$ cat src/rtl/mstb_pkg.sv
`timescale 1ns / 1ps
package mstb_pkg;

  localparam int SLOTS_DEF     = 16;
  localparam int TIME_BITS_DEF = 32;

  typedef enum logic [1:0] {
    OP_SET   = 2'd0,
    OP_CLEAR = 2'd1,
    OP_REF   = 2'd2,
    OP_TICK  = 2'd3
  } op_t;

  typedef enum logic [1:0] {
    ST_OK     = 2'd0,
    ST_BAD_ID = 2'd1,
    ST_KIND   = 2'd2,
    ST_FULL   = 2'd3
  } status_t;

  typedef enum logic [1:0] {
    S_IDLE,
    S_EXEC,
    S_WALK,
    S_FINAL
  } state_t;

  // controller to datapath
  typedef struct packed {
    logic load;
    logic exec;
    logic step;
    logic fin;
  } cmd_t;

  // datapath to controller
  typedef struct packed {
    logic is_tick;
    logic walk_end;
  } stat_t;

endpackage

$ cat src/rtl/multi_slot_timer_bank.sv
`timescale 1ns / 1ps
// Set, clear and reference words: one result, in the cycle after the execute state.
// Tick words: the walk checks one slot per cycle through the single slot-store
// read port, and each expiry is registered in the cycle after its check.
// A new word is taken once busy drops; the receiver cannot stall results.
// Synchronous reset frees every slot and returns the controller to idle.
module multi_slot_timer_bank
  import mstb_pkg::*;
#(
  parameter int SLOTS     = SLOTS_DEF,
  parameter int TIME_BITS = TIME_BITS_DEF
) (
  input  logic        clk,
  input  logic        rst,
  input  logic        start,
  output logic        busy,
  input  logic [1:0]  operation,
  input  logic [31:0] now_time,
  input  logic [31:0] period,
  input  logic        one_shot,
  input  logic [4:0]  slot_id,
  input  logic        ref_on,
  output logic        result_valid,
  output logic [1:0]  status,
  output logic [4:0]  result_id,
  output logic        expired,
  output logic        keep_alive,
  output logic        last
);

  cmd_t  cmd;
  stat_t stat;

  mstb_ctrl u_ctrl (
    .clk   (clk),
    .rst   (rst),
    .start (start),
    .busy  (busy),
    .stat  (stat),
    .cmd   (cmd)
  );

  mstb_dp #(
    .SLOTS     (SLOTS),
    .TIME_BITS (TIME_BITS)
  ) u_dp (
    .clk          (clk),
    .rst          (rst),
    .cmd          (cmd),
    .stat         (stat),
    .operation    (operation),
    .now_time     (now_time),
    .period       (period),
    .one_shot     (one_shot),
    .slot_id      (slot_id),
    .ref_on       (ref_on),
    .result_valid (result_valid),
    .status       (status),
    .result_id    (result_id),
    .expired      (expired),
    .keep_alive   (keep_alive),
    .last         (last)
  );

endmodule

$ cat src/rtl/mstb_ctrl.sv
`timescale 1ns / 1ps
module mstb_ctrl
  import mstb_pkg::*;
(
  input  logic  clk,
  input  logic  rst,
  input  logic  start,
  output logic  busy,
  input  stat_t stat,
  output cmd_t  cmd
);

  state_t state, state_next;

  // hold state
  always_ff @(posedge clk) begin
    if (rst) begin
      state <= S_IDLE;
    end else begin
      state <= state_next;
    end
  end

  // advance sequence and issue commands
  always_comb begin
    state_next = state;
    cmd        = '0;
    busy       = (state != S_IDLE);
    unique case (state)
      S_IDLE: begin
        if (start) begin
          cmd.load   = 1'b1;
          state_next = S_EXEC;
        end
      end
      S_EXEC: begin
        if (stat.is_tick) begin
          state_next = S_WALK;
        end else begin
          cmd.exec   = 1'b1;
          state_next = S_IDLE;
        end
      end
      S_WALK: begin
        cmd.step = 1'b1;
        if (stat.walk_end) begin
          state_next = S_FINAL;
        end
      end
      S_FINAL: begin
        cmd.fin    = 1'b1;
        state_next = S_IDLE;
      end
      default: state_next = S_IDLE;
    endcase
  end

endmodule

$ cat src/rtl/mstb_dp.sv
`timescale 1ns / 1ps
module mstb_dp
  import mstb_pkg::*;
#(
  parameter int SLOTS     = SLOTS_DEF,
  parameter int TIME_BITS = TIME_BITS_DEF
) (
  input  logic        clk,
  input  logic        rst,
  input  cmd_t        cmd,
  output stat_t       stat,
  input  logic [1:0]  operation,
  input  logic [31:0] now_time,
  input  logic [31:0] period,
  input  logic        one_shot,
  input  logic [4:0]  slot_id,
  input  logic        ref_on,
  output logic        result_valid,
  output logic [1:0]  status,
  output logic [4:0]  result_id,
  output logic        expired,
  output logic        keep_alive,
  output logic        last
);

  localparam int AW = (SLOTS > 1) ? $clog2(SLOTS) : 1;
  localparam int T  = TIME_BITS;

  // captured word
  op_t          op_r;
  logic [T-1:0] now_r;
  logic [T-1:0] per_r;
  logic         once_r;
  logic [4:0]   id_r;
  logic         ref_r;

  // slot store
  logic [SLOTS-1:0] live;
  logic [SLOTS-1:0] once;
  logic [SLOTS-1:0] unref;
  logic [SLOTS-1:0] started;
  logic [T-1:0]     prev_mem [SLOTS];
  logic [T-1:0]     dl_mem   [SLOTS];
  logic [T-1:0]     per_mem  [SLOTS];

  logic [AW-1:0] k;
  logic          keep;

  // lowest free slot
  logic          full;
  logic [AW-1:0] low_slot;
  always_comb begin
    full     = 1'b1;
    low_slot = '0;
    for (int i = SLOTS - 1; i >= 0; i--) begin
      if (!live[i]) begin
        full     = 1'b0;
        low_slot = AW'(i);
      end
    end
  end

  // decode the id of a clear or reference word
  logic          id_ok;
  logic [AW-1:0] id_idx;
  logic [5:0]    id_m1;
  assign id_m1  = {1'b0, id_r} - 6'd1;
  assign id_idx = AW'(id_m1);
  assign id_ok  = (id_r != 5'd0) && (6'(id_r) <= 6'(SLOTS)) && live[id_idx];

  // deadline test for the walked slot
  logic [T-1:0] p_k, d_k;
  logic         wait_k, fire_k;
  assign p_k = prev_mem[k];
  assign d_k = dl_mem[k];
  always_comb begin
    if (p_k <= d_k) begin
      wait_k = (p_k <= now_r) && (now_r < d_k);
    end else begin
      wait_k = (now_r < d_k) || (p_k <= now_r);
    end
    fire_k = live[k] && started[k] && !wait_k;
  end

  assign stat.is_tick  = (op_r == OP_TICK);
  assign stat.walk_end = (k == AW'(SLOTS - 1));

  // capture word, walk index and keep-alive
  always_ff @(posedge clk) begin
    if (rst) begin
      k    <= '0;
      keep <= 1'b0;
    end else if (cmd.load) begin
      k    <= '0;
      keep <= 1'b0;
    end else if (cmd.step) begin
      k <= k + AW'(1);
      if (live[k] && !unref[k]) begin
        keep <= 1'b1;
      end
    end
  end

  always_ff @(posedge clk) begin
    if (cmd.load) begin
      op_r   <= op_t'(operation);
      now_r  <= T'(now_time);
      per_r  <= T'(period);
      once_r <= one_shot;
      id_r   <= slot_id;
      ref_r  <= ref_on;
    end
  end

  // update slot flags
  always_ff @(posedge clk) begin
    if (rst) begin
      live <= '0;
    end else if (cmd.exec) begin
      unique case (op_r)
        OP_SET: begin
          if (!full) begin
            live[low_slot] <= 1'b1;
          end
        end
        OP_CLEAR: begin
          if (id_ok && once[id_idx] == once_r) begin
            live[id_idx] <= 1'b0;
          end
        end
        default: ;
      endcase
    end else if (cmd.step) begin
      if (fire_k && once[k]) begin
        live[k] <= 1'b0;
      end
    end
  end

  // update slot payload
  always_ff @(posedge clk) begin
    if (cmd.exec) begin
      if (op_r == OP_SET && !full) begin
        once[low_slot]     <= once_r;
        unref[low_slot]    <= 1'b0;
        started[low_slot]  <= 1'b0;
        prev_mem[low_slot] <= now_r;
        dl_mem[low_slot]   <= now_r + per_r;
        per_mem[low_slot]  <= per_r;
      end else if (op_r == OP_REF && id_ok) begin
        unref[id_idx] <= !ref_r;
      end
    end else if (cmd.step && live[k]) begin
      if (!started[k]) begin
        started[k] <= 1'b1;
      end else if (fire_k && !once[k]) begin
        prev_mem[k] <= d_k;
        dl_mem[k]   <= d_k + per_mem[k];
      end
    end
  end

  // drive result word
  always_ff @(posedge clk) begin
    if (rst) begin
      result_valid <= 1'b0;
    end else begin
      result_valid <= cmd.exec || cmd.fin || (cmd.step && fire_k);
    end
  end

  always_ff @(posedge clk) begin
    status     <= ST_OK;
    result_id  <= 5'd0;
    expired    <= 1'b0;
    keep_alive <= 1'b0;
    last       <= 1'b1;
    if (cmd.exec) begin
      unique case (op_r)
        OP_SET: begin
          if (full) begin
            status <= ST_FULL;
          end else begin
            result_id <= 5'(low_slot) + 5'd1;
          end
        end
        OP_CLEAR: begin
          if (!id_ok) begin
            status <= ST_BAD_ID;
          end else if (once[id_idx] != once_r) begin
            status <= ST_KIND;
          end
        end
        default: begin
          if (!id_ok) begin
            status <= ST_BAD_ID;
          end
        end
      endcase
    end else if (cmd.step) begin
      result_id <= 5'(k) + 5'd1;
      expired   <= 1'b1;
      last      <= 1'b0;
    end else if (cmd.fin) begin
      keep_alive <= keep;
    end
  end

endmodule

$ cat config.mk
export PLATFORM = sky130hd
export DESIGN_NAME = multi_slot_timer_bank
export DESIGN_NICKNAME = d
export VERILOG_FILES = /design/src/rtl/mstb_pkg.sv /design/src/rtl/multi_slot_timer_bank.sv /design/src/rtl/mstb_ctrl.sv /design/src/rtl/mstb_dp.sv
export SDC_FILE = /design/constraint.sdc
export NUM_CORES = 2
export LEC_CHECK = 0
export ABC_AREA = 1
export BUFFER_PORTS_ARGS = -buffer_cell sky130_fd_sc_hd__buf_4
export CELL_PAD_IN_SITES_DETAIL_PLACEMENT = 2
export CELL_PAD_IN_SITES_GLOBAL_PLACEMENT = 2
export CORE_MARGIN = 2
export CORE_UTILIZATION = 44
export DETAILED_ROUTE_END_ITERATION = 12
export PLACE_DENSITY = 0.76
export SKIP_CTS_REPAIR_TIMING = 1
export SLEW_MARGIN = 40
export SYNTH_ARGS = -nofsm -noshare
export SYNTH_HDL_FRONTEND = slang
export SYNTH_SLANG_ARGS = --single-unit
$ cat constraint.sdc
create_clock -name clk -period 8.4 [get_ports clk]
set_input_delay 0 -clock clk [delete_from_list [all_inputs] [get_ports clk]]
set_output_delay 0 -clock clk [all_outputs]
set_load 0.01 [all_outputs]
==> metrics.csv <==
stage,metric,value,unit
critical_path,reg2reg_to,u_dp.dl_mem[6][27]$_DFFE_PP_,
logic_synthesis,yosys.cell_types.count,57,
die,die_w,410,um
logic_synthesis,yosys-top-cells-area,"edfxtp_1 (68%), o21ai_0 (6.6%), nor2_1 (4.9%)",
global_routing,grt_max_degree,143,
critical_path,critPathLaunchType,flop,
detailed_routing,wl_per_cell,32.8,um
critical_path,critPathKind,reg -> reg,
detailed_routing,wl,279,mm
logic_synthesis,synth_top_area_share,68.5,%
global_routing,grt_pass1_wl,397,mm
detailed_routing,vias,53700,
clock_network,cts_tree,done,
die,die_area,168000,um2
cells_and_area,nFillCells,15700,
logic_synthesis,yosysMostFrequentCell,edfxtp_1,
die,core-area,164000,um2
global_routing,grt_pass1_vias,57600,
die,ios,88,
logic_synthesis,seq_area_frac_synth,69.5,%
place,place_hpwl,157,mm
global_routing,grt-ovfl-total,0,
clock_network,h-tree-depth,4,
timing,min_period_over_period,85.4,%
logic_synthesis,avgSynthCellArea,12.2,um2
timing,max_freq,0.139,GHz
logic_synthesis,synth_seq_cells,1695,
critical_path,reg2regPathDepth,23,
place,routabilityCongestion,0.843,
job,maxCapViolCount,0,
place,portBuffers,87,
detailed_routing,drc,0,
logic_synthesis,synth_nets,6208,
logic_synthesis,netlist_area,72600,um2
hold_path,hp-class,in -> reg,
timing,max_slew_margin,38.7,%
timing,setup_tns,0,ns
clock_network,clockBufferDepth,3,
logic_synthesis,synth_edf_count,1657,
clock_network,clock_tree.root_cell,clkbuf_16,
critical_path,regToRegSetupSlack,1.22,ns
hold_path,holdPathStages,6,
logic_synthesis,yosysWarnings,0,
detailed_routing,postRouteAntennaNets,0,
place,dpl_cell_area,76400,um2
detailed_routing,drt_iter0_drc,5657,
timing,hold_viol_final,0,
run_status,status,completed,
die,start_util,44.2,%
clock_network,clock-sinks,1695,
die,die_height,410,um
critical_path,crit_end,u_dp.dl_mem[6][27]$_DFFE_PP_,
power,power,19.0,mW
cells_and_area,drive_gt1_share,8.87,%
global_routing,grt_util_all_layers,32.0,%
global_routing,antenna_found_initial,8,
timing,setup_slack,1.22,ns
critical_path,crit_path_end_kind,flop,
logic_synthesis,synth-async-reset-ratio,0,%
critical_path,worstPathMaxFanout,92,
logic_synthesis,synthFlopType,edfxtp_1,
cells_and_area,nets,6411,
logic_synthesis,yosysTopAreaCell,edfxtp_1,
timing,setup_viol,0,
power,leakagePower,28.6,nW
power,ir_drop,0.000238,V
logic_synthesis,netlist_top_cells_count,"edfxtp_1 (1,657), nor2_1 (956), o21ai_0 (955)",
place,dpl_worst_slack,1.62,ns
cells_and_area,design_area,83800,um2
timing,rsz0062_at_grt,false,
timing,period_needed,7.18,ns
critical_path,arrival,7.69,ns
die,row_count,149,
critical_path,crit_required,8.91,ns
power,powerDensity,227,nW/um2
detailed_routing,first_pass_iters,6,
timing,worst-slew-pin-transition,0.919,ns
clock_network,insertion_delay,0.83,ns
cells_and_area,syn_to_final_growth,15.4,%
timing,drv_slew,0,
timing,finalClockSkew,0.0341,ns
clock_network,cts_buffers,182,
detailed_routing,viasPerCell,6.32,
clock_network,clk_pin_slew,0.06,ns
logic_synthesis,netlist_instances,5959,
## sequential cells by signal, indices dropped and copies added (netlist names), 2 cells and up, named ones only
signal / count
u_dp.started: 16
u_dp.prev_mem: 512
u_dp.op_r: 2
u_dp.dl_mem: 512
u_dp.per_r: 32
u_dp.status: 2
u_dp.id_r: 5
u_dp.result_id: 5
u_dp.unref: 16
u_dp.per_mem: 512
u_dp.k: 4
u_dp.now_r: 32
u_dp.live: 16
u_dp.once: 16
## layout by cell type, fill, tap and decap left out, types with 4 or more instances in the layout
cell type and n:
a21oi_1 212, a221oi_1 7, a31oi_1 8, buf_12 33
buf_4 199, bufinv_16 21, clkbuf_1 38, clkbuf_16 186
clkinv_1 44, clkinv_2 31, clkinvlp_4 4, dfxtp_1 33
dfxtp_4 5, dlygate4sd3_1 149, edfxtp_1 1657, ha_1 171
inv_1 251, inv_6 6, nand2_1 479, nand3_1 156
nand3b_1 4, nand4_1 29, nor2_1 931, nor2_4 25
nor3_1 15, nor3_2 9, nor4_1 9, o2111ai_1 4
o211ai_1 108, o21a_1 11, o21ai_0 951, o21ai_1 7
o21ai_2 7, o21bai_1 6, o221ai_1 280, o22ai_1 113
o32ai_1 4, xnor2_1 28, xor2_1 30
## logic make-up after synthesis
logic type	Yosys count	share of synthesized area (%)
fa+ha+maj	173	3.00
xor+xnor	59	0.722
simple gates	1670	9.17
buf+inv	626	3.35
compound gates	1735	14.2
flops	1695	69.5
mux	1	0.0138
## worst min-delay path by stage
stage	start	end
final	start	u_ctrl.state[0]$_SDFFE_PP0P_
after global routing	start	u_ctrl.state[0]$_SDFFE_PP0P_
after CTS	slot_id[0]	u_dp.id_r[0]$_DFFE_PP_
after detailed placement	now_time[26]	u_dp.now_r[26]$_DFFE_PP_
after global placement	slot_id[2]	u_dp.id_r[2]$_DFFE_PP_
after floorplan	rst	flop
## cell type report
type / instances / area, um2 / area share [%]
tap: 2189 / 2740 / 3.27
inverter: 261 / 1000 / 1.20
antenna: 2 / 5.00 / 0.00597
multi-input combinational: 3638 / 20000 / 23.8
clock inverter: 108 / 1110 / 1.33
clock buffer: 225 / 4810 / 5.74
sequential: 1695 / 50500 / 60.3
timing repair buffer: 384 / 3680 / 4.39
## metal layers
layer	GRT usage [%]	wire length, um	part of all wire, %
met1	41.3	113000	40
met2	55.0	141000	50
met3	4.82	16600	5.9
met4	11.0	9010	3.2
met5	0	86	0.031
## where the power goes
part	internal (mW)	switching (mW)	total [mW]
Combinational	0.331	0.800	1.13
Clock	4.71	3.52	8.22
Sequential	9.52	0.128	9.64
Total	14.6	4.44	19.0
## critical path, cell delays in order, from the launching register on
cell	delay, ns
dfxtp_4	0.85
inv_8	0.35
buf_12	0.40
o21ai_0	0.16
o22ai_1	0.12
o211ai_1	0.20
nand2_1	0.20
ha_1	0.42
nand4_1	0.13
inv_1	0.11
nand4_1	0.14
nor3_2	0.35
nand2_1	0.12
nand2_1	0.09
o31ai_1	0.12
buf_4	0.19
a21oi_2	0.54
nand3_4	0.24
nand2_1	0.15
nand2_1	0.13
inv_1	0.11
nand2_1	0.26
nor2_4	0.80
buf_4	0.38
## stage by stage
step | utilization, % | hold slack (ns) | std cells
6_report | 51.0 | 0.226 | 8502
5_1_grt | 51.0 | 0.273 | 8501
4_1_cts | 50.1 | -0.694 | 8350
3_5_place_dp | 46.5 | 0.179 | 8017
3_3_place_gp | 46.4 | 0.178 | 8017
2_1_floorplan | - | 0.0691 | 5959
Note: power is estimated with default switching activity, not from simulation.
